`config.mk`:
```
export PLATFORM = sky130hd
export DESIGN_NAME = aes_keysched
export DESIGN_NICKNAME = d
export VERILOG_FILES = /design/src/sv/aes_pkg.sv /design/src/sv/aes_keysched.sv
export SDC_FILE = /design/constraint.sdc
export NUM_CORES = 2
export LEC_CHECK = 0
export ABC_AREA = 1
export CAP_MARGIN = 20
export CELL_PAD_IN_SITES_DETAIL_PLACEMENT = 1
export CELL_PAD_IN_SITES_GLOBAL_PLACEMENT = 1
export CORE_AREA = 2 2 567 569
export CTS_CLUSTER_DIAMETER = 40
export DETAILED_ROUTE_END_ITERATION = 6
export DIE_AREA = 0 0 569 571
export DONT_BUFFER_PORTS = 1
export PLACE_DENSITY = 0.51
export SLEW_MARGIN = 5
export SYNTH_ARGS = -nofsm -noshare
export SYNTH_HDL_FRONTEND = slang
export SYNTH_SLANG_ARGS = --single-unit
```
`constraint.sdc`:
```
create_clock -name clk -period 9.4 [get_ports clk]
set_clock_uncertainty 0.2 [all_clocks]
set_input_delay 1.41 -clock clk [delete_from_list [all_inputs] [get_ports clk]]
set_output_delay 1.41 -clock clk [all_outputs]
set_load 0.1 [all_outputs]
```
`src/sv/aes_pkg.sv`:
```
`timescale 1ns / 1ps
// ----------------------------------------------------------------------------
// AES-128 package
// Payload types, constants, S-box functions and round helpers.
// ----------------------------------------------------------------------------
package aes_pkg;

  localparam int unsigned NumRounds = 10;
  localparam int unsigned QueueDepth = 4;
  localparam logic [7:0] GfPolyLow = 8'h1b;
  localparam logic [7:0] GfTopBit = 8'h80;

  typedef enum logic {
    KIND_ENC = 1'b0,
    KIND_DEC = 1'b1
  } kind_t;

  typedef enum logic {
    CFG_KEY_HIGH = 1'b0,
    CFG_KEY_LOW  = 1'b1
  } cfg_idx_t;

  typedef struct packed {
    logic        kind;
    logic [63:0] block_high;
    logic [63:0] block_low;
  } in_item_t;

  typedef struct packed {
    logic [63:0] result_high;
    logic [63:0] result_low;
  } out_item_t;

  // byte 0 sits in the top bits
  typedef logic [15:0][7:0] state_t;

  // work item handed from front to back
  typedef struct packed {
    logic   dec;
    state_t blk;
  } job_t;

  function automatic logic [7:0] xtime(input logic [7:0] a);
    xtime = (a & GfTopBit) != 8'h00 ? ((a << 1) ^ GfPolyLow) : (a << 1);
  endfunction

  function automatic logic [7:0] gf_mul(input logic [7:0] a, input logic [7:0] b);
    logic [7:0] acc;
    logic [7:0] p;
    acc = 8'h00;
    p = b;
    for (int i = 0; i < 8; i++) begin
      if (a[i]) acc = acc ^ p;
      p = xtime(p);
    end
    gf_mul = acc;
  endfunction

  function automatic logic [7:0] sbox(input logic [7:0] x);
    logic [7:0] t [256];
    t = '{
      8'h63,8'h7c,8'h77,8'h7b,8'hf2,8'h6b,8'h6f,8'hc5,8'h30,8'h01,8'h67,8'h2b,8'hfe,8'hd7,8'hab,8'h76,
      8'hca,8'h82,8'hc9,8'h7d,8'hfa,8'h59,8'h47,8'hf0,8'had,8'hd4,8'ha2,8'haf,8'h9c,8'ha4,8'h72,8'hc0,
      8'hb7,8'hfd,8'h93,8'h26,8'h36,8'h3f,8'hf7,8'hcc,8'h34,8'ha5,8'he5,8'hf1,8'h71,8'hd8,8'h31,8'h15,
      8'h04,8'hc7,8'h23,8'hc3,8'h18,8'h96,8'h05,8'h9a,8'h07,8'h12,8'h80,8'he2,8'heb,8'h27,8'hb2,8'h75,
      8'h09,8'h83,8'h2c,8'h1a,8'h1b,8'h6e,8'h5a,8'ha0,8'h52,8'h3b,8'hd6,8'hb3,8'h29,8'he3,8'h2f,8'h84,
      8'h53,8'hd1,8'h00,8'hed,8'h20,8'hfc,8'hb1,8'h5b,8'h6a,8'hcb,8'hbe,8'h39,8'h4a,8'h4c,8'h58,8'hcf,
      8'hd0,8'hef,8'haa,8'hfb,8'h43,8'h4d,8'h33,8'h85,8'h45,8'hf9,8'h02,8'h7f,8'h50,8'h3c,8'h9f,8'ha8,
      8'h51,8'ha3,8'h40,8'h8f,8'h92,8'h9d,8'h38,8'hf5,8'hbc,8'hb6,8'hda,8'h21,8'h10,8'hff,8'hf3,8'hd2,
      8'hcd,8'h0c,8'h13,8'hec,8'h5f,8'h97,8'h44,8'h17,8'hc4,8'ha7,8'h7e,8'h3d,8'h64,8'h5d,8'h19,8'h73,
      8'h60,8'h81,8'h4f,8'hdc,8'h22,8'h2a,8'h90,8'h88,8'h46,8'hee,8'hb8,8'h14,8'hde,8'h5e,8'h0b,8'hdb,
      8'he0,8'h32,8'h3a,8'h0a,8'h49,8'h06,8'h24,8'h5c,8'hc2,8'hd3,8'hac,8'h62,8'h91,8'h95,8'he4,8'h79,
      8'he7,8'hc8,8'h37,8'h6d,8'h8d,8'hd5,8'h4e,8'ha9,8'h6c,8'h56,8'hf4,8'hea,8'h65,8'h7a,8'hae,8'h08,
      8'hba,8'h78,8'h25,8'h2e,8'h1c,8'ha6,8'hb4,8'hc6,8'he8,8'hdd,8'h74,8'h1f,8'h4b,8'hbd,8'h8b,8'h8a,
      8'h70,8'h3e,8'hb5,8'h66,8'h48,8'h03,8'hf6,8'h0e,8'h61,8'h35,8'h57,8'hb9,8'h86,8'hc1,8'h1d,8'h9e,
      8'he1,8'hf8,8'h98,8'h11,8'h69,8'hd9,8'h8e,8'h94,8'h9b,8'h1e,8'h87,8'he9,8'hce,8'h55,8'h28,8'hdf,
      8'h8c,8'ha1,8'h89,8'h0d,8'hbf,8'he6,8'h42,8'h68,8'h41,8'h99,8'h2d,8'h0f,8'hb0,8'h54,8'hbb,8'h16
    };
    sbox = t[x];
  endfunction

  function automatic logic [7:0] inv_sbox(input logic [7:0] x);
    logic [7:0] t [256];
    t = '{
      8'h52,8'h09,8'h6a,8'hd5,8'h30,8'h36,8'ha5,8'h38,8'hbf,8'h40,8'ha3,8'h9e,8'h81,8'hf3,8'hd7,8'hfb,
      8'h7c,8'he3,8'h39,8'h82,8'h9b,8'h2f,8'hff,8'h87,8'h34,8'h8e,8'h43,8'h44,8'hc4,8'hde,8'he9,8'hcb,
      8'h54,8'h7b,8'h94,8'h32,8'ha6,8'hc2,8'h23,8'h3d,8'hee,8'h4c,8'h95,8'h0b,8'h42,8'hfa,8'hc3,8'h4e,
      8'h08,8'h2e,8'ha1,8'h66,8'h28,8'hd9,8'h24,8'hb2,8'h76,8'h5b,8'ha2,8'h49,8'h6d,8'h8b,8'hd1,8'h25,
      8'h72,8'hf8,8'hf6,8'h64,8'h86,8'h68,8'h98,8'h16,8'hd4,8'ha4,8'h5c,8'hcc,8'h5d,8'h65,8'hb6,8'h92,
      8'h6c,8'h70,8'h48,8'h50,8'hfd,8'hed,8'hb9,8'hda,8'h5e,8'h15,8'h46,8'h57,8'ha7,8'h8d,8'h9d,8'h84,
      8'h90,8'hd8,8'hab,8'h00,8'h8c,8'hbc,8'hd3,8'h0a,8'hf7,8'he4,8'h58,8'h05,8'hb8,8'hb3,8'h45,8'h06,
      8'hd0,8'h2c,8'h1e,8'h8f,8'hca,8'h3f,8'h0f,8'h02,8'hc1,8'haf,8'hbd,8'h03,8'h01,8'h13,8'h8a,8'h6b,
      8'h3a,8'h91,8'h11,8'h41,8'h4f,8'h67,8'hdc,8'hea,8'h97,8'hf2,8'hcf,8'hce,8'hf0,8'hb4,8'he6,8'h73,
      8'h96,8'hac,8'h74,8'h22,8'he7,8'had,8'h35,8'h85,8'he2,8'hf9,8'h37,8'he8,8'h1c,8'h75,8'hdf,8'h6e,
      8'h47,8'hf1,8'h1a,8'h71,8'h1d,8'h29,8'hc5,8'h89,8'h6f,8'hb7,8'h62,8'h0e,8'haa,8'h18,8'hbe,8'h1b,
      8'hfc,8'h56,8'h3e,8'h4b,8'hc6,8'hd2,8'h79,8'h20,8'h9a,8'hdb,8'hc0,8'hfe,8'h78,8'hcd,8'h5a,8'hf4,
      8'h1f,8'hdd,8'ha8,8'h33,8'h88,8'h07,8'hc7,8'h31,8'hb1,8'h12,8'h10,8'h59,8'h27,8'h80,8'hec,8'h5f,
      8'h60,8'h51,8'h7f,8'ha9,8'h19,8'hb5,8'h4a,8'h0d,8'h2d,8'he5,8'h7a,8'h9f,8'h93,8'hc9,8'h9c,8'hef,
      8'ha0,8'he0,8'h3b,8'h4d,8'hae,8'h2a,8'hf5,8'hb0,8'hc8,8'heb,8'hbb,8'h3c,8'h83,8'h53,8'h99,8'h61,
      8'h17,8'h2b,8'h04,8'h7e,8'hba,8'h77,8'hd6,8'h26,8'he1,8'h69,8'h14,8'h63,8'h55,8'h21,8'h0c,8'h7d
    };
    inv_sbox = t[x];
  endfunction

  // byte i of a state_t at packed index 15-i
  function automatic logic [7:0] gb(input state_t s, input int i);
    gb = s[15 - i];
  endfunction

  function automatic state_t next_round_key(input state_t p, input logic [7:0] rcon);
    state_t q;
    q[15] = gb(p, 0) ^ sbox(gb(p, 13)) ^ rcon;
    q[14] = gb(p, 1) ^ sbox(gb(p, 14));
    q[13] = gb(p, 2) ^ sbox(gb(p, 15));
    q[12] = gb(p, 3) ^ sbox(gb(p, 12));
    for (int i = 4; i < 16; i++) q[15 - i] = gb(p, i) ^ q[15 - (i - 4)];
    next_round_key = q;
  endfunction

  // invert one key step: recover the previous round key
  function automatic state_t prev_round_key(input state_t q, input logic [7:0] rcon);
    state_t p;
    for (int i = 4; i < 16; i++) p[15 - i] = gb(q, i) ^ gb(q, i - 4);
    p[15] = gb(q, 0) ^ sbox(p[15 - 13]) ^ rcon;
    p[14] = gb(q, 1) ^ sbox(p[15 - 14]);
    p[13] = gb(q, 2) ^ sbox(p[15 - 15]);
    p[12] = gb(q, 3) ^ sbox(p[15 - 12]);
    prev_round_key = p;
  endfunction

  function automatic state_t enc_round(input state_t s, input state_t k, input logic last);
    state_t t;
    state_t m;
    logic [7:0] a0, a1, a2, a3;
    for (int r = 0; r < 4; r++)
      for (int c = 0; c < 4; c++)
        t[15 - (r + 4 * c)] = sbox(gb(s, r + 4 * ((c + r) % 4)));
    m = t;
    if (!last) begin
      for (int c = 0; c < 4; c++) begin
        a0 = gb(t, 4 * c); a1 = gb(t, 4 * c + 1);
        a2 = gb(t, 4 * c + 2); a3 = gb(t, 4 * c + 3);
        m[15 - 4 * c]       = xtime(a0) ^ xtime(a1) ^ a1 ^ a2 ^ a3;
        m[15 - (4 * c + 1)] = a0 ^ xtime(a1) ^ xtime(a2) ^ a2 ^ a3;
        m[15 - (4 * c + 2)] = a0 ^ a1 ^ xtime(a2) ^ xtime(a3) ^ a3;
        m[15 - (4 * c + 3)] = xtime(a0) ^ a0 ^ a1 ^ a2 ^ xtime(a3);
      end
    end
    enc_round = m ^ k;
  endfunction

  function automatic state_t dec_round(input state_t s, input state_t k, input logic last);
    state_t t;
    state_t m;
    logic [7:0] a0, a1, a2, a3;
    for (int r = 0; r < 4; r++)
      for (int c = 0; c < 4; c++)
        t[15 - (r + 4 * ((c + r) % 4))] = inv_sbox(gb(s, r + 4 * c));
    t = t ^ k;
    m = t;
    if (!last) begin
      for (int c = 0; c < 4; c++) begin
        a0 = gb(t, 4 * c); a1 = gb(t, 4 * c + 1);
        a2 = gb(t, 4 * c + 2); a3 = gb(t, 4 * c + 3);
        m[15 - 4 * c] = gf_mul(8'h0e, a0) ^ gf_mul(8'h0b, a1) ^ gf_mul(8'h0d, a2)
                      ^ gf_mul(8'h09, a3);
        m[15 - (4 * c + 1)] = gf_mul(8'h09, a0) ^ gf_mul(8'h0e, a1) ^ gf_mul(8'h0b, a2)
                            ^ gf_mul(8'h0d, a3);
        m[15 - (4 * c + 2)] = gf_mul(8'h0d, a0) ^ gf_mul(8'h09, a1) ^ gf_mul(8'h0e, a2)
                            ^ gf_mul(8'h0b, a3);
        m[15 - (4 * c + 3)] = gf_mul(8'h0b, a0) ^ gf_mul(8'h0d, a1) ^ gf_mul(8'h09, a2)
                            ^ gf_mul(8'h0e, a3);
      end
    end
    dec_round = m;
  endfunction

endpackage

```
`src/sv/aes_keysched.sv`:
```
`timescale 1ns / 1ps
// ----------------------------------------------------------------------------
// AES key schedule
// Expands the cipher key one round a cycle into a registered key table.
// ----------------------------------------------------------------------------
module aes_keysched (
  input  logic                            clk,
  input  logic                            rst_n,
  input  logic                            cfg_we,
  input  logic                            cfg_idx,
  input  logic [63:0]                     cfg_data,
  output logic                            ready,
  output aes_pkg::state_t [aes_pkg::NumRounds:0] rk
);
  import aes_pkg::*;

  localparam int unsigned CntW = $clog2(NumRounds + 1);

  state_t                 rk_r [NumRounds + 1];
  logic [CntW-1:0]        cnt_r;
  logic [7:0]             rcon_r;

  always_ff @(posedge clk) begin
    if (!rst_n) begin
      rk_r[0] <= '0;
      cnt_r   <= CntW'(1);
      rcon_r  <= 8'h01;
    end else if (cfg_we) begin
      if (cfg_idx == CFG_KEY_HIGH) rk_r[0][15:8] <= cfg_data;
      else rk_r[0][7:0] <= cfg_data;
      cnt_r  <= CntW'(1);
      rcon_r <= 8'h01;
    end else if (cnt_r <= CntW'(NumRounds)) begin
      rk_r[cnt_r] <= next_round_key(rk_r[cnt_r - CntW'(1)], rcon_r);
      rcon_r      <= xtime(rcon_r);
      cnt_r       <= cnt_r + CntW'(1);
    end
  end

  assign ready = (cnt_r > CntW'(NumRounds));

  always_comb begin
    for (int i = 0; i <= NumRounds; i++) rk[i] = rk_r[i];
  end

endmodule

```
==> flow_summary.yaml <==
outcome:
  status: "finished clean"
cts:
  clk_pin_slew_worst_paths_ps: 50
  cts_buffers: 361
  cts_hold_buffers: 0
  cts_num_sinks: 2060
  ctsResizeCount: 0
  postCtsSetupBuffers: 0
  tritoncts: "yes"
  clock_latency_ps: 950
  cts_root_buf: "clkbuf_16"
  cts_max_path_buffers: 4
  h-tree-depth: 5
grt:
  antenna_found_initial: 66
  grt.total_usage: 0.3491
  grt_pass1_wl_um: 774300
  grt_pass1_vias: 83644
  grt_max_degree: 153
  gr-total-overflow: 0
pwr:
  swShare: 0.3856
  intPower_w: 0.02162
  irDropWorstVdd_mv: 0.1688
  combinationalPowerShare: 0.263
  leakagePower_nw: 45.02
  p_seq_frac: 0.354
  total_power_w: 0.03519
  clock_power_share: 0.382
  power.switching_w: 0.01357
  powerDensity_nw_per_um2: 296.7
floorplanning:
  die_y_um: 571
  io_pins: 1477
  initial_core_util: 0.3064
  die_area_sq_um: 324900
  rows: 208
  fp.dieW_um: 569
  core_sq_um: 319300
logic_synthesis:
  synthArstFlopShare: 0
  ys_seq_elements: 2060
  synth.cell_area_sq_um: 97840
  synthFlopType: "edfxtp_1"
  yosys_warnings: 0
  synth-edff-count: 2048
  ys_seq_area_frac: 0.6310
  syn_inst: 9472
  synth.distinct_cells: 52
  syn-mean-instance-area_sq_um: 10.33
worst_setup_path:
  critPathArrivalTime_ps: 8190
  cp.required_ps: 9550
  reg2reg_slack_ps: 1370
  crit_path_end_kind: "flip-flop"
  worstSetupEndpoint: "rk_r[10][3]$_DFFE_PP_"
  r2r-start: "cnt_r[0]$_SDFFE_PP1N_"
  crit_path_frequent_cell: "nand3_1"
  crit_start: "cnt_r[0]$_SDFFE_PP1N_"
  crit_fanout: 141
  slowest_delay_ps: 840
  crit_chain: "clkinv_16, ha_4, inv_8, nand3_1, nand3_1, nand3_1, nand2_2, nand2_1, inv_1, o21ai_1, nand3_1, nand2_1, nand3_1, nand3_1, nand3_1, nand2_1, nand2_1, nand3_1, nand3_1, nand3_1, nand2_1"
  slowest_stage: "ha_4"
  reg2reg_to: "rk_r[10][3]$_DFFE_PP_"
  worstSetupStartpointType: "flip-flop"
  r2r_cells: 21
  criticalPathCategory: "reg -> reg"
detailed_routing:
  viasPerCell: 5.796
  num_vias: 85145
  ant_nets: 0
  first_pass_iters: 6
  drc: 0
  wl_um: 588700
  wl_per_cell_um: 40.07
  drt_iter0_markers: 9426
placed_design:
  port_buffers: 0
  dpl_worst_slack_ps: 1180
  hpwlAfterDp_um: 427300
  place_inst: 13969
  place.gp.congestion: 0.9941
sta:
  slew_headroom: 0.1047
  min_period_ps: 8035
  fin_hold_ws_ps: 270.4
  finalSetupViolCount: 0
  final_max_slew_viol_count: 0
  fin_ws_ps: 1365
  worst_slew_pin_slew_ps: 1343
  fmax_ghz: 0.1245
  fin_crit_sh: 0.8547
  rsz0062_at_grt: "false"
  tns_ps: 0
  finalHoldViolCount: 0
worst_hold_path:
  hp-start: "rcon_r[1]$_SDFFE_PP0N_"
  hp-class: "reg -> reg"
finish:
  drive_gt1_frac: 0.1222
  final_cells: 14690
  nets: 10266
  area_delta_synth_final_pct: 21.25
flow_run:
  maxCapViolCount: 0
-- critical path: cells and delay by family, from the launching register on --
kind	cells	cell delay, ps
AND/OR/NAND/NOR	16	4270
adder cells (fa/ha/maj)	1	840
buffers and inverters	3	820
flip-flops	1	760
AO/OA/AOI/OAI	1	330
-- layout make-up --
type                       count  area [sq um]
sequential                  2060         61740
antenna                       47         117.6
inverter                     391          1511
multi-input combinational   6895         33510
tap                         4200          5255
fill                       34972        200700
clock inverter               262          3057
clock buffer                 399          9283
timing repair buffer         436          4156
-- synthesized netlist by cell type (7+ instances only) --
master,count,area [sq um]
a211o_1,14,122.6
a21oi_1,392,1962
a221oi_1,105,919.6
a311o_1,17,170.2
a31oi_1,7,43.79
a32o_1,57,570.6
and2_1,12,75.07
buf_1,9,33.78
buf_2,290,1451
buf_4,154,1156
buf_6,56,630.6
clkbuf_1,127,476.7
dfxtp_1,12,240.2
edfxtp_1,2048,61500
ha_1,53,663.1
inv_1,356,1336
inv_2,32,120.1
nand2_1,2206,8280
nand2_2,59,369.1
nand2_4,12,135.1
nand3_1,1806,9039
nand3_2,18,180.2
nand3b_1,7,52.55
nand4_1,24,150.1
nor2_1,625,2346
nor2_2,11,68.82
o211ai_1,56,420.4
o21ai_0,584,2923
o21ai_1,31,155.2
o221ai_1,135,1182
o22ai_1,99,619.3
xor2_1,10,87.58
-- placed cells by master, fill, tap and decap left out, types with 52 or more instances in the layout --
cell type / n
nand2_2: 57
ha_1: 52
inv_1: 354
a32o_1: 57
buf_12: 55
conb_1: 512
o22ai_1: 82
buf_4: 354
o221ai_1: 135
edfxtp_1: 2048
o211ai_1: 56
nand2_1: 2201
nand3_1: 1805
o21ai_0: 506
clkinv_1: 53
clkbuf_16: 367
a21oi_1: 390
nor2_1: 603
o21ai_2: 62
a221oi_1: 104
-- state kept, by name, indices dropped and copies added (netlist names) --
signal  cells
cnt_r       4
rcon_r      8
rk_r     2048
-- worst min path at each step --
stage / to / slack [ps] / cells past startpoint
3_3_place_gp: rcon_r[1]$_SDFFE_PP0N_ / 270 / 2
6_report: rcon_r[2]$_SDFFE_PP0N_ / 270 / 2
3_5_place_dp: rcon_r[2]$_SDFFE_PP0N_ / 270 / 2
2_1_floorplan: rcon_r[1]$_SDFFE_PP0N_ / 260 / 2
4_1_cts: rcon_r[2]$_SDFFE_PP0N_ / 270 / 2
5_1_grt: rcon_r[2]$_SDFFE_PP0N_ / 310 / 2
-- per-layer routing --
metal / share of wire / track usage
met3: 0.088 / 0.09471
met4: 0.053 / 0.1636
met5: 0.00014 / 0
met2: 0.46 / 0.5627
met1: 0.39 / 0.4338
-- power by group through the flow --
| stage | logic, W | clock network [W] | registers [W] |
|---|---|---|---|
| 2_1_floorplan | 0.00475 | 0 | 0.0126 |
| 3_5_place_dp | 0.00903 | 0 | 0.0126 |
| 3_3_place_gp | 0.00896 | 0 | 0.0127 |
| 5_1_grt | 0.00972 | 0.0140 | 0.0125 |
| 6_report | 0.00927 | 0.0135 | 0.0125 |
| 4_1_cts | 0.00907 | 0.0136 | 0.0125 |
-- cells by family (layout without fill, tap and decap cells) --
family | count (synthesis) | after routing | share of synthesized area
compound gates | 1514 | 1514 | 0.09447
xor+xnor | 11 | 11 | 0.0009847
fa+ha+maj | 53 | 53 | 0.006778
buf+inv | 1028 | 1488 | 0.05354
flops | 2060 | 2060 | 0.6310
other cells | 1 | 559 | 0.00003833
simple gates | 4805 | 4805 | 0.2132
-- metrics by stage --
stage / area (sq um) / util
floorplan: 99760 / -
global placement: 105500 / 0.3303
detailed placement: 106000 / 0.3318
CTS: 118300 / 0.3705
global route: 118600 / 0.3714
finish: 118600 / 0.3715
Note: power is estimated with default switching activity, not from simulation.
