## config.mk

```make
export PLATFORM = sky130hd
export DESIGN_NAME = aes_front
export DESIGN_NICKNAME = d
export VERILOG_FILES = /design/src/sv/aes_pkg.sv /design/src/sv/aes_front.sv
export SDC_FILE = /design/constraint.sdc
export NUM_CORES = 1
export LEC_CHECK = 0
export ABC_CLOCK_PERIOD_IN_PS = 5800
export BUFFER_PORTS_ARGS = -buffer_cell sky130_fd_sc_hd__buf_2
export CAP_MARGIN = 15
export CORE_ASPECT_RATIO = 0.75
export CORE_MARGIN = 5
export CORE_UTILIZATION = 30
export CTS_CLUSTER_DIAMETER = 100
export DETAILED_ROUTE_END_ITERATION = 16
export HOLD_SLACK_MARGIN = 0.15
export SYNTH_ARGS = -nofsm -noshare
export SYNTH_HDL_FRONTEND = slang
export SYNTH_SLANG_ARGS = --single-unit
```

## constraint.sdc

```tcl
create_clock -name clk -period 5.8 [get_ports clk]
set_input_delay 0.29 -clock clk [delete_from_list [all_inputs] [get_ports clk]]
set_output_delay 0.29 -clock clk [all_outputs]
set_load 0.1 [all_outputs]
```

## src/sv/aes_pkg.sv

```systemverilog
`timescale 1ns / 1ps
// ----------------------------------------------------------------------------
// AES-128 package
// Payload types, constants, S-box functions and round helpers.
// ----------------------------------------------------------------------------
package aes_pkg;

  localparam int unsigned NumRounds = 10;
  localparam int unsigned QueueDepth = 4;
  localparam logic [7:0] GfPolyLow = 8'h1b;
  localparam logic [7:0] GfTopBit = 8'h80;

  typedef enum logic {
    KIND_ENC = 1'b0,
    KIND_DEC = 1'b1
  } kind_t;

  typedef enum logic {
    CFG_KEY_HIGH = 1'b0,
    CFG_KEY_LOW  = 1'b1
  } cfg_idx_t;

  typedef struct packed {
    logic        kind;
    logic [63:0] block_high;
    logic [63:0] block_low;
  } in_item_t;

  typedef struct packed {
    logic [63:0] result_high;
    logic [63:0] result_low;
  } out_item_t;

  // byte 0 sits in the top bits
  typedef logic [15:0][7:0] state_t;

  // work item handed from front to back
  typedef struct packed {
    logic   dec;
    state_t blk;
  } job_t;

  function automatic logic [7:0] xtime(input logic [7:0] a);
    xtime = (a & GfTopBit) != 8'h00 ? ((a << 1) ^ GfPolyLow) : (a << 1);
  endfunction

  function automatic logic [7:0] gf_mul(input logic [7:0] a, input logic [7:0] b);
    logic [7:0] acc;
    logic [7:0] p;
    acc = 8'h00;
    p = b;
    for (int i = 0; i < 8; i++) begin
      if (a[i]) acc = acc ^ p;
      p = xtime(p);
    end
    gf_mul = acc;
  endfunction

  function automatic logic [7:0] sbox(input logic [7:0] x);
    logic [7:0] t [256];
    t = '{
      8'h63,8'h7c,8'h77,8'h7b,8'hf2,8'h6b,8'h6f,8'hc5,8'h30,8'h01,8'h67,8'h2b,8'hfe,8'hd7,8'hab,8'h76,
      8'hca,8'h82,8'hc9,8'h7d,8'hfa,8'h59,8'h47,8'hf0,8'had,8'hd4,8'ha2,8'haf,8'h9c,8'ha4,8'h72,8'hc0,
      8'hb7,8'hfd,8'h93,8'h26,8'h36,8'h3f,8'hf7,8'hcc,8'h34,8'ha5,8'he5,8'hf1,8'h71,8'hd8,8'h31,8'h15,
      8'h04,8'hc7,8'h23,8'hc3,8'h18,8'h96,8'h05,8'h9a,8'h07,8'h12,8'h80,8'he2,8'heb,8'h27,8'hb2,8'h75,
      8'h09,8'h83,8'h2c,8'h1a,8'h1b,8'h6e,8'h5a,8'ha0,8'h52,8'h3b,8'hd6,8'hb3,8'h29,8'he3,8'h2f,8'h84,
      8'h53,8'hd1,8'h00,8'hed,8'h20,8'hfc,8'hb1,8'h5b,8'h6a,8'hcb,8'hbe,8'h39,8'h4a,8'h4c,8'h58,8'hcf,
      8'hd0,8'hef,8'haa,8'hfb,8'h43,8'h4d,8'h33,8'h85,8'h45,8'hf9,8'h02,8'h7f,8'h50,8'h3c,8'h9f,8'ha8,
      8'h51,8'ha3,8'h40,8'h8f,8'h92,8'h9d,8'h38,8'hf5,8'hbc,8'hb6,8'hda,8'h21,8'h10,8'hff,8'hf3,8'hd2,
      8'hcd,8'h0c,8'h13,8'hec,8'h5f,8'h97,8'h44,8'h17,8'hc4,8'ha7,8'h7e,8'h3d,8'h64,8'h5d,8'h19,8'h73,
      8'h60,8'h81,8'h4f,8'hdc,8'h22,8'h2a,8'h90,8'h88,8'h46,8'hee,8'hb8,8'h14,8'hde,8'h5e,8'h0b,8'hdb,
      8'he0,8'h32,8'h3a,8'h0a,8'h49,8'h06,8'h24,8'h5c,8'hc2,8'hd3,8'hac,8'h62,8'h91,8'h95,8'he4,8'h79,
      8'he7,8'hc8,8'h37,8'h6d,8'h8d,8'hd5,8'h4e,8'ha9,8'h6c,8'h56,8'hf4,8'hea,8'h65,8'h7a,8'hae,8'h08,
      8'hba,8'h78,8'h25,8'h2e,8'h1c,8'ha6,8'hb4,8'hc6,8'he8,8'hdd,8'h74,8'h1f,8'h4b,8'hbd,8'h8b,8'h8a,
      8'h70,8'h3e,8'hb5,8'h66,8'h48,8'h03,8'hf6,8'h0e,8'h61,8'h35,8'h57,8'hb9,8'h86,8'hc1,8'h1d,8'h9e,
      8'he1,8'hf8,8'h98,8'h11,8'h69,8'hd9,8'h8e,8'h94,8'h9b,8'h1e,8'h87,8'he9,8'hce,8'h55,8'h28,8'hdf,
      8'h8c,8'ha1,8'h89,8'h0d,8'hbf,8'he6,8'h42,8'h68,8'h41,8'h99,8'h2d,8'h0f,8'hb0,8'h54,8'hbb,8'h16
    };
    sbox = t[x];
  endfunction

  function automatic logic [7:0] inv_sbox(input logic [7:0] x);
    logic [7:0] t [256];
    t = '{
      8'h52,8'h09,8'h6a,8'hd5,8'h30,8'h36,8'ha5,8'h38,8'hbf,8'h40,8'ha3,8'h9e,8'h81,8'hf3,8'hd7,8'hfb,
      8'h7c,8'he3,8'h39,8'h82,8'h9b,8'h2f,8'hff,8'h87,8'h34,8'h8e,8'h43,8'h44,8'hc4,8'hde,8'he9,8'hcb,
      8'h54,8'h7b,8'h94,8'h32,8'ha6,8'hc2,8'h23,8'h3d,8'hee,8'h4c,8'h95,8'h0b,8'h42,8'hfa,8'hc3,8'h4e,
      8'h08,8'h2e,8'ha1,8'h66,8'h28,8'hd9,8'h24,8'hb2,8'h76,8'h5b,8'ha2,8'h49,8'h6d,8'h8b,8'hd1,8'h25,
      8'h72,8'hf8,8'hf6,8'h64,8'h86,8'h68,8'h98,8'h16,8'hd4,8'ha4,8'h5c,8'hcc,8'h5d,8'h65,8'hb6,8'h92,
      8'h6c,8'h70,8'h48,8'h50,8'hfd,8'hed,8'hb9,8'hda,8'h5e,8'h15,8'h46,8'h57,8'ha7,8'h8d,8'h9d,8'h84,
      8'h90,8'hd8,8'hab,8'h00,8'h8c,8'hbc,8'hd3,8'h0a,8'hf7,8'he4,8'h58,8'h05,8'hb8,8'hb3,8'h45,8'h06,
      8'hd0,8'h2c,8'h1e,8'h8f,8'hca,8'h3f,8'h0f,8'h02,8'hc1,8'haf,8'hbd,8'h03,8'h01,8'h13,8'h8a,8'h6b,
      8'h3a,8'h91,8'h11,8'h41,8'h4f,8'h67,8'hdc,8'hea,8'h97,8'hf2,8'hcf,8'hce,8'hf0,8'hb4,8'he6,8'h73,
      8'h96,8'hac,8'h74,8'h22,8'he7,8'had,8'h35,8'h85,8'he2,8'hf9,8'h37,8'he8,8'h1c,8'h75,8'hdf,8'h6e,
      8'h47,8'hf1,8'h1a,8'h71,8'h1d,8'h29,8'hc5,8'h89,8'h6f,8'hb7,8'h62,8'h0e,8'haa,8'h18,8'hbe,8'h1b,
      8'hfc,8'h56,8'h3e,8'h4b,8'hc6,8'hd2,8'h79,8'h20,8'h9a,8'hdb,8'hc0,8'hfe,8'h78,8'hcd,8'h5a,8'hf4,
      8'h1f,8'hdd,8'ha8,8'h33,8'h88,8'h07,8'hc7,8'h31,8'hb1,8'h12,8'h10,8'h59,8'h27,8'h80,8'hec,8'h5f,
      8'h60,8'h51,8'h7f,8'ha9,8'h19,8'hb5,8'h4a,8'h0d,8'h2d,8'he5,8'h7a,8'h9f,8'h93,8'hc9,8'h9c,8'hef,
      8'ha0,8'he0,8'h3b,8'h4d,8'hae,8'h2a,8'hf5,8'hb0,8'hc8,8'heb,8'hbb,8'h3c,8'h83,8'h53,8'h99,8'h61,
      8'h17,8'h2b,8'h04,8'h7e,8'hba,8'h77,8'hd6,8'h26,8'he1,8'h69,8'h14,8'h63,8'h55,8'h21,8'h0c,8'h7d
    };
    inv_sbox = t[x];
  endfunction

  // byte i of a state_t at packed index 15-i
  function automatic logic [7:0] gb(input state_t s, input int i);
    gb = s[15 - i];
  endfunction

  function automatic state_t next_round_key(input state_t p, input logic [7:0] rcon);
    state_t q;
    q[15] = gb(p, 0) ^ sbox(gb(p, 13)) ^ rcon;
    q[14] = gb(p, 1) ^ sbox(gb(p, 14));
    q[13] = gb(p, 2) ^ sbox(gb(p, 15));
    q[12] = gb(p, 3) ^ sbox(gb(p, 12));
    for (int i = 4; i < 16; i++) q[15 - i] = gb(p, i) ^ q[15 - (i - 4)];
    next_round_key = q;
  endfunction

  // invert one key step: recover the previous round key
  function automatic state_t prev_round_key(input state_t q, input logic [7:0] rcon);
    state_t p;
    for (int i = 4; i < 16; i++) p[15 - i] = gb(q, i) ^ gb(q, i - 4);
    p[15] = gb(q, 0) ^ sbox(p[15 - 13]) ^ rcon;
    p[14] = gb(q, 1) ^ sbox(p[15 - 14]);
    p[13] = gb(q, 2) ^ sbox(p[15 - 15]);
    p[12] = gb(q, 3) ^ sbox(p[15 - 12]);
    prev_round_key = p;
  endfunction

  function automatic state_t enc_round(input state_t s, input state_t k, input logic last);
    state_t t;
    state_t m;
    logic [7:0] a0, a1, a2, a3;
    for (int r = 0; r < 4; r++)
      for (int c = 0; c < 4; c++)
        t[15 - (r + 4 * c)] = sbox(gb(s, r + 4 * ((c + r) % 4)));
    m = t;
    if (!last) begin
      for (int c = 0; c < 4; c++) begin
        a0 = gb(t, 4 * c); a1 = gb(t, 4 * c + 1);
        a2 = gb(t, 4 * c + 2); a3 = gb(t, 4 * c + 3);
        m[15 - 4 * c]       = xtime(a0) ^ xtime(a1) ^ a1 ^ a2 ^ a3;
        m[15 - (4 * c + 1)] = a0 ^ xtime(a1) ^ xtime(a2) ^ a2 ^ a3;
        m[15 - (4 * c + 2)] = a0 ^ a1 ^ xtime(a2) ^ xtime(a3) ^ a3;
        m[15 - (4 * c + 3)] = xtime(a0) ^ a0 ^ a1 ^ a2 ^ xtime(a3);
      end
    end
    enc_round = m ^ k;
  endfunction

  function automatic state_t dec_round(input state_t s, input state_t k, input logic last);
    state_t t;
    state_t m;
    logic [7:0] a0, a1, a2, a3;
    for (int r = 0; r < 4; r++)
      for (int c = 0; c < 4; c++)
        t[15 - (r + 4 * ((c + r) % 4))] = inv_sbox(gb(s, r + 4 * c));
    t = t ^ k;
    m = t;
    if (!last) begin
      for (int c = 0; c < 4; c++) begin
        a0 = gb(t, 4 * c); a1 = gb(t, 4 * c + 1);
        a2 = gb(t, 4 * c + 2); a3 = gb(t, 4 * c + 3);
        m[15 - 4 * c] = gf_mul(8'h0e, a0) ^ gf_mul(8'h0b, a1) ^ gf_mul(8'h0d, a2)
                      ^ gf_mul(8'h09, a3);
        m[15 - (4 * c + 1)] = gf_mul(8'h09, a0) ^ gf_mul(8'h0e, a1) ^ gf_mul(8'h0b, a2)
                            ^ gf_mul(8'h0d, a3);
        m[15 - (4 * c + 2)] = gf_mul(8'h0d, a0) ^ gf_mul(8'h09, a1) ^ gf_mul(8'h0e, a2)
                            ^ gf_mul(8'h0b, a3);
        m[15 - (4 * c + 3)] = gf_mul(8'h0b, a0) ^ gf_mul(8'h0d, a1) ^ gf_mul(8'h09, a2)
                            ^ gf_mul(8'h0e, a3);
      end
    end
    dec_round = m;
  endfunction

endpackage

```

## src/sv/aes_front.sv

```systemverilog
`timescale 1ns / 1ps
// ----------------------------------------------------------------------------
// AES front end
// Accepts items, classifies the direction, whitens and queues them.
// ----------------------------------------------------------------------------
module aes_front #(
  parameter int unsigned DEPTH = aes_pkg::QueueDepth
) (
  input  logic              clk,
  input  logic              rst_n,
  input  logic              push,
  output logic              full,
  input  aes_pkg::in_item_t in_item,
  input  aes_pkg::state_t   k0,
  input  aes_pkg::state_t   k10,
  input  logic              key_ready,
  output logic              job_vld,
  output aes_pkg::job_t     job,
  input  logic              job_take
);
  import aes_pkg::*;

  localparam int unsigned AW = $clog2(DEPTH);

  job_t          q_r [DEPTH];
  logic [AW-1:0] wp_r, rp_r;
  logic [AW:0]   cnt_r;
  logic          wr, rd;
  job_t          j;

  always_comb begin
    j.dec = in_item.kind;
    j.blk = {in_item.block_high, in_item.block_low} ^ (in_item.kind ? k10 : k0);
  end

  assign full    = (cnt_r == (AW+1)'(DEPTH)) || !key_ready;
  assign wr      = push && !full;
  assign job_vld = (cnt_r != '0);
  assign rd      = job_vld && job_take;
  assign job     = q_r[rp_r];

  always_ff @(posedge clk) begin
    if (wr) q_r[wp_r] <= j;
  end

  always_ff @(posedge clk) begin
    if (!rst_n) begin
      wp_r  <= '0;
      rp_r  <= '0;
      cnt_r <= '0;
    end else begin
      if (wr) wp_r <= (wp_r == AW'(DEPTH - 1)) ? '0 : wp_r + AW'(1);
      if (rd) rp_r <= (rp_r == AW'(DEPTH - 1)) ? '0 : rp_r + AW'(1);
      cnt_r <= cnt_r + (AW+1)'(wr) - (AW+1)'(rd);
    end
  end

endmodule

```

==> results_dict.tcl, run 1 <==
set metrics [dict create \
    outcome "completed" \
    slew_headroom 0.3083 \
    synthAdderAreaFrac 0.004997 \
    fin_setup_tns_ns 0 \
    cts_buffer_depth 3 \
    power_mw 12.53 \
    wirelength_microns 49120 \
    synth_edf_count 516 \
    finClkSkew_ns 0.01341 \
    grt_max_degree 130 \
    root_buffer "clkbuf_16" \
    viasPerCell 4.428 \
    grt_usage 0.1222 \
    endpoint_kind "output port" \
    gp_congestion 0.8442 \
    period_minus_slack_ns 3.259 \
    netlist_area_sq_um 21530 \
    ir_drop_v 0.0002326 \
    cp_max_fo 33 \
    criticalPathCategory "flip-flop to output port" \
    start_util 0.3013 \
    period_share 0.5619 \
    synth-simple-area-share 0.005230 \
    num_rows 85 \
    synth_top_area_frac 0.7196 \
    multi_input_area_sq_um 5590 \
    wl_per_cell_microns 18.51 \
    synthCells 996 \
    yosys_warnings 0 \
    finalNetCount 2055 \
    p_per_area_nw_per_um2 442.9 \
    synth-seq-cells 525 \
    vias 11750 \
    cts.sinks 525 \
    io_buffers 520 \
    ys_top_cells_by_area "edfxtp_1 (72%), mux4_2 (13%), mux2i_1 (6.0%), xnor2_1 (5.3%), dfxtp_1 (0.84%)" \
    yosys.area_share.xor_xnor 0.05288 \
    cts_buffers 51 \
    r2r-end "q_r[1][115]" \
    detailed_place_hpwl_microns 30350 \
    hold_start "in_item[105]" \
    antennaDiodeCount 0 \
    r2r_setup_slack_ns 3.01 \
    drcViolationCount 0 \
    grt-ovfl-total 0 \
    die_w_microns 319.4 \
    async_reset_ff_frac 0 \
    drv_slew 0 \
    reg2regPathDepth 4 \
    synthesis.nets 1394 \
    yosysTopAreaCell "edfxtp_1" \
    drtIter0Drc 704 \
    setup_ws_ns 2.541 \
    drive_gt1_frac 0.4384 \
    clk_pin_slew_ns 0.06 \
    utilization 0.3959 \
    htree_levels 2 \
    ys_seq_area_frac 0.7279 \
    regArea_sq_um 15680 \
    hold_path_class "input pin to flip-flop" \
    synth_compound_area_frac 0.0008135 \
    worstMarginPinSlew_ns 1.038 \
    crit_arrival_ns 2.97 \
    rsz0062_at_grt "false" \
    reg2reg_from "cnt_r[1]" \
    worstSkewPairLatency_ns 0.57 \
    muxShareOfSynthArea 0.1954 \
    grt_pass1_wl_microns 74240 \
    fin_cells 2654 \
    n_fill_cell 6502 \
    max_freq_mhz 306.9 \
    finalSetupViolations 0 \
    synth_flop_cell "edfxtp_1" \
    grt_antenna_before_repair 0 \
    cts_resized 0 \
    synth_top_family_by_area "multiplexers" \
    fp.dieArea_sq_um 77290 \
    area_growth_pct 31.39 \
    dp_cells 2439 \
    tritoncts "built" \
    io_pins 521 \
    grt_pass1_vias 12900 \
    ys_types 24 \
    post-place-ws_ns 2.967 \
    design.core.area_sq_um 71470 \
    cap_violations 0 \
    whs_endpoint "q_r[0][105]" \
    cp-start-kind "flip-flop" \
    hold_violations 0 \
    power.static_leakage_nw 10.11 \
    firstDrtPassIters 4 \
    die_h_microns 242.0 \
    whs_path_depth 2 \
    syn_area_per_cell_sq_um 21.62 \
    critPathRequiredTime_ns 5.51 \
    final_antenna_net_count 0 \
]
flip-flops by register name (all words and copies together) (netlist names), named ones only:
signal and cells:
wp_r 2, q_r 516, cnt_r 3, rp_r 2
routing by layer:
layer / global-route usage / share of wire
met4: 0.02859 / 0.019
met1: 0.1509 / 0.40
met2: 0.2155 / 0.51
met3: 0.03266 / 0.066
met5: 0 / 0
critical path: stages, from the launching register on:
cell     delay [ns]
dfxtp_4        0.76
buf_4          0.68
mux4_2         0.60
buf_2          0.31
logic make-up (layout without fill, tap and decap cells):
logic type	count (synthesis)	in the layout
DFF	525	525
buffers and inverters	50	751
AOI/OAI and AO/OA	3	3
adders and majority gates	8	8
muxes	259	259
and+or+nand+nor	21	21
xor gates and xnor gates	130	130
worst max-delay path by stage:
stage               startpoint     endpoint  slack [ns]  cells past startpoint
floorplan             cnt_r[1]    q_r[1][0]        1.52                      4
global placement      cnt_r[1]  q_r[1][112]        3.00                      4
detailed placement    cnt_r[1]  q_r[1][116]        2.97                      4
CTS                  flip-flop      job[18]        2.37                      3
global route         flip-flop      job[18]        2.25                      3
finish               flip-flop      job[65]        2.54                      3
cells in the final DEF, fill, tap and decap left out, types with 7 or more instances in the layout:
cell             n
buf_2          519
bufinv_16       12
clkbuf_1         9
clkbuf_16       53
clkinv_2         7
dfxtp_1          7
dlygate4sd3_1  122
edfxtp_1       516
ha_1             7
mux2i_1        130
mux4_2         129
nand2_1          7
xnor2_1        130
synth_stat cells (all sizes together), types with 3 or more instances:
cell type	number
xnor2	130
edfxtp	516
and2	6
ha	7
mux4	129
nand2	7
mux2i	130
clkbuf	3
dfxtp	9
inv	6
buf	41
power breakdown:
group	internal (mW)	switching [mW]
logic	1.04	3.36
registers	4.46	0.0927
clock network	2.21	1.36
total	7.72	4.81
layout make-up:
cell class / count / area share
sequential: 525 / 0.5543
inverter: 6 / 0.0007960
tap: 957 / 0.04232
multi-input combinational: 421 / 0.1976
timing repair buffer: 652 / 0.1403
clock inverter: 30 / 0.01614
clock buffer: 63 / 0.04856
timing repair:
item | in CTS | in global routing
hold endpoints to repair | 489 | 0
hold buffers | 122 | 0
setup buffers | 0 | 0
through the flow:
step	cell area (sq um)	hold WS (ns)
finish	28290	0.2006
global route	28290	0.1697
CTS	28290	0.1553
detailed placement	25240	0.5023
global placement	25240	0.4843
floorplan	21530	0.3889
(Power assumes the default switching activity.)
==> run 2: changes to the inputs <==
- ABC_CLOCK_PERIOD_IN_PS: 5800 -> 3100
- clock period: 5.8 -> 3.1 ns (I/O delays scaled with it)
==> results_dict.tcl, run 2 (synthesis results as in run 1) <==
set metrics [dict create \
    outcome "completed" \
    finClkSkew_ns 0.009922 \
    finalSetupViolations 0 \
    period_minus_slack_ns 2.678 \
    max_freq_mhz 373.4 \
    regMostFlops "q_r" \
    io_pins 521 \
    grt_pass1_vias 13950 \
    power_mw 23.36 \
    detailed_place_hpwl_microns 32770 \
    max_stage_delay_ns 0.55 \
    critical_path_buf_inv_count 3 \
    largest_register_ff_count 516 \
    hold_violations 0 \
    drv_slew 0 \
    clk_pin_slew_ns 0.06 \
    fin_setup_tns_ns 0 \
    area_growth_pct 38.26 \
    cpMostUsedCell "buf_12" \
    cts.sinks 525 \
    cp-start-kind "flip-flop" \
    grt-ovfl-total 0 \
    cts_hold_buf 254 \
    endpoint_kind "output port" \
    fp.dieArea_sq_um 77290 \
    cts_setup_buffers 0 \
    critPathTopFamily "buffers and inverters" \
    htree_levels 2 \
    antennaDiodeCount 0 \
    final_common_cell "buf_2" \
    top_regs "q_r: 516 flops, cnt_r: 3 flops" \
    criticalPathCategory "flip-flop to output port" \
    period_share 0.8638 \
    crit_arrival_ns 2.52 \
    io_buffers 520 \
    cap_violations 0 \
    drtIter0Drc 586 \
    finalNetCount 2214 \
    ir_drop_v 0.0005028 \
    cp_cell_sequence "buf_12, buf_12, mux4_2, buf_2" \
    cp_max_fo 25 \
    cts_buffers 51 \
    cts_resized 0 \
    firstDrtPassIters 4 \
    power.static_leakage_nw 10.77 \
    most-common-layout-cells "buf_2 (519), edfxtp_1 (516), dlygate4sd3_1 (254)" \
    n_fill_cell 6381 \
    grt_usage 0.1260 \
    start_util 0.3013 \
    design.core.area_sq_um 71470 \
    tritoncts "built" \
    crit_slowest_cell "mux4_2" \
    grt_pass1_wl_microns 77350 \
    p_per_area_nw_per_um2 784.7 \
    critPathRequiredTime_ns 2.94 \
    root_buffer "clkbuf_16" \
    wirelength_microns 50620 \
    die_h_microns 242.0 \
    drcViolationCount 0 \
    grt_max_degree 70 \
    wl_per_cell_microns 18.00 \
    num_rows 85 \
    final_antenna_net_count 0 \
    slew_headroom 0.5208 \
    worstSkewPairLatency_ns 0.56 \
    rsz0062_at_grt "false" \
    vias 12430 \
    die_w_microns 319.4 \
    gp_congestion 0.8474 \
    worstMarginPinSlew_ns 0.7137 \
    drive_gt1_frac 0.4122 \
    grt_antenna_before_repair 0 \
    hold_path_class "input pin to flip-flop" \
    hold-worst-slack_ns 0.1928 \
    cts_buffer_depth 3 \
    viasPerCell 4.417 \
]
run 2: final cells by class:
cell class,instances,area (sq um),share of cell area
Sequential cell,525,15680,0.5268
Timing Repair Buffer,811,5619,0.1887
Multi-Input combinational cell,421,5590,0.1878
Clock buffer,58,1345,0.04518
Tap cell,957,1197,0.04022
Clock inverter,35,314.1,0.01055
Inverter,6,22.52,0.0007565
run 2: worst register-to-register path, cell delays in order, from the launching register on:
cell and delay (ns):
dfxtp_1 0.37, or3b_1 0.41, and3_1 0.28, inv_1 0.09, ha_1 0.22, inv_1 0.06, ha_1 0.14, inv_1 0.05
fa_1 0.40, xnor2_1 0.14, xnor2_1 0.13, and2_1 0.15
run 2: final timing paths:
kind,slack (ns),cells past startpoint,from,end
worst max-delay path,0.42,4,flip-flop,job[54]
worst min register to register,0.51,2,wp_r[1],wp_r[1]
worst max register to register,0.55,11,cnt_r[1],cnt_r[2]
worst min-delay path,0.19,3,k10[23],q_r[0][23]
run 2: per-stage QoR:
| stage | worst slack, ns | util | instance area (sq um) | instances |
|---|---|---|---|---|
| global placement | 0.5904 | 0.3578 | 25570 | 2466 |
| CTS | 0.3293 | 0.4166 | 29770 | 2813 |
| finish | 0.4221 | 0.4166 | 29770 | 2813 |
| floorplan | 0.2456 | - | 21540 | 996 |
| global route | 0.2662 | 0.4166 | 29770 | 2813 |
| detailed placement | 0.5456 | 0.3578 | 25570 | 2466 |
run 2: power breakdown:
part | internal (mW) | switching, mW
clock network | 3.59 | 2.52
logic | 2.34 | 6.42
registers | 8.34 | 0.150
total | 14.3 | 9.09
run 2: layer usage:
layer | GRT usage | routed length, microns
met1 | 0.1527 | 20030
met2 | 0.2228 | 25870
met3 | 0.03550 | 3545
met4 | 0.03231 | 1170
met5 | 0 | 0
==> run 3: changes to the inputs <==
==> constraint.sdc (replaced) <==
create_clock -name clk -period 3.1 [get_ports clk]
set_input_delay 0.155 -clock clk [delete_from_list [all_inputs] [get_ports clk]]
set_output_delay 0.155 -clock clk [all_outputs]
set_load 0.005 [all_outputs]
==> results_dict.tcl, run 3 (synthesis results as in run 1) <==
set metrics [dict create \
    clk_pin_slew_ns 0.06 \
    final_antenna_net_count 0 \
    root_buffer "clkbuf_16" \
    drcViolationCount 0 \
    finalNetCount 2217 \
    cts.sinks 525 \
    ir_drop_v 0.0003640 \
    rsz0062_at_grt "false" \
    fp.dieArea_sq_um 77290 \
    max_stage_delay_ns 0.41 \
    criticalPathCategory "flip-flop to flip-flop" \
    hold_path_class "input pin to flip-flop" \
    top_regs "q_r: 516 flops, cnt_r: 3 flops" \
    num_rows 85 \
    grt_usage 0.1261 \
    tritoncts "built" \
    firstDrtPassIters 4 \
    endpoint_kind "flip-flop" \
    wirelength_microns 50570 \
    fin_setup_tns_ns 0 \
    p_per_area_nw_per_um2 638.1 \
    largest_register_ff_count 516 \
    cap_violations 0 \
    period_minus_slack_ns 2.558 \
    cts_setup_buffers 0 \
    cp_max_fo 7 \
    grt_pass1_vias 13480 \
    cp_cell_sequence "or3b_1, and3_1, inv_1, ha_1, inv_1, ha_1, inv_1, fa_1, xnor2_1, xnor2_1, and2_1" \
    critPathTopFamily "simple AND/OR/NAND/NOR gates" \
    detailed_place_hpwl_microns 32960 \
    crit_arrival_ns 3.02 \
    drive_gt1_frac 0.4122 \
    cts_buffer_depth 3 \
    power.static_leakage_nw 10.81 \
    hold-worst-slack_ns 0.2188 \
    htree_levels 2 \
    crit_slowest_cell "fa_1" \
    io_pins 521 \
    die_h_microns 242.0 \
    area_growth_pct 38.72 \
    final_common_cell "buf_2" \
    grt_antenna_before_repair 0 \
    grt-ovfl-total 0 \
    drv_slew 0 \
    period_share 0.8252 \
    finalSetupViolations 0 \
    start_util 0.3013 \
    max_freq_mhz 390.9 \
    antennaDiodeCount 0 \
    regMostFlops "q_r" \
    n_fill_cell 6381 \
    finClkSkew_ns 0.01383 \
    outcome "completed" \
    vias 12440 \
    cp-start-kind "flip-flop" \
    critical_path_buf_inv_count 3 \
    wl_per_cell_microns 17.98 \
    drtIter0Drc 584 \
    die_w_microns 319.4 \
    critPathRequiredTime_ns 3.56 \
    grt_max_degree 70 \
    slew_headroom 0.5095 \
    gp_congestion 0.8566 \
    hold_violations 0 \
    io_buffers 520 \
    worstMarginPinSlew_ns 0.7357 \
    most-common-layout-cells "buf_2 (519), edfxtp_1 (516), dlygate4sd3_1 (257)" \
    cts_buffers 51 \
    cpMostUsedCell "inv_1" \
    design.core.area_sq_um 71470 \
    utilization 0.4180 \
    worstSkewPairLatency_ns 0.56 \
    grt_pass1_wl_microns 77040 \
    viasPerCell 4.423 \
]
==> run 3: timing repair <==
| action | CTS | global route |
|---|---|---|
| hold endpoints to repair | 521 | 0 |
| hold buffers | 257 | 0 |
| gates resized for setup | 0 | 0 |
==> run 3: layer usage <==
metal  vias up  track usage  wire length, microns
li1       5714            -                     -
met1      6294       0.1585                 20720
met2       367       0.2204                 25670
met3        67      0.03023                  3147
met4         0      0.03231                  1037
met5         -            0                     0
==> run 3: per-stage QoR <==
stage	power, mW	cell area, sq um	setup WS (ns)	instances
detailed placement	12.57	25580	0.5572	2466
finish	19.06	29870	0.5420	2813
global placement	12.50	25580	0.5715	2466
floorplan	10.85	21540	0.2456	996
CTS	19.42	29870	0.5261	2813
global route	20.00	29870	0.3947	2813
==> run 3: area by class of cell <==
| cell class | instances | area [sq um] | area share |
|---|---|---|---|
| multi-input cells | 421 | 5590 | 0.1871 |
| well taps | 957 | 1197 | 0.04009 |
| clock buffers | 63 | 1374 | 0.04599 |
| clock inverters | 27 | 342.8 | 0.01148 |
| repair buffers | 814 | 5662 | 0.1895 |
| flip-flops and latches | 525 | 15680 | 0.5250 |
| inverters | 6 | 22.52 | 0.0007540 |
==> run 3: tightest hold or removal path, cell delays in order <==
cell and delay, ns:
buf_2 0.08, mux2i_1 0.13, xnor2_1 0.22
==> run 3: path summary, 6_finish.rpt <==
check / startpoint / end / slack, ns / cells after the start
max: cnt_r[1] / cnt_r[2] / 0.54 / 11
min: k0[104] / q_r[3][104] / 0.22 / 3
max reg2reg: cnt_r[1] / cnt_r[2] / 0.54 / 11
min reg2reg: rp_r[0] / flip-flop / 0.54 / 2
==> run 3: report_power, final <==
group / internal, mW / switching, mW
sequential: 8.34 / 0.126
combinational: 2.33 / 1.94
clock: 3.81 / 2.52
total: 14.5 / 4.59
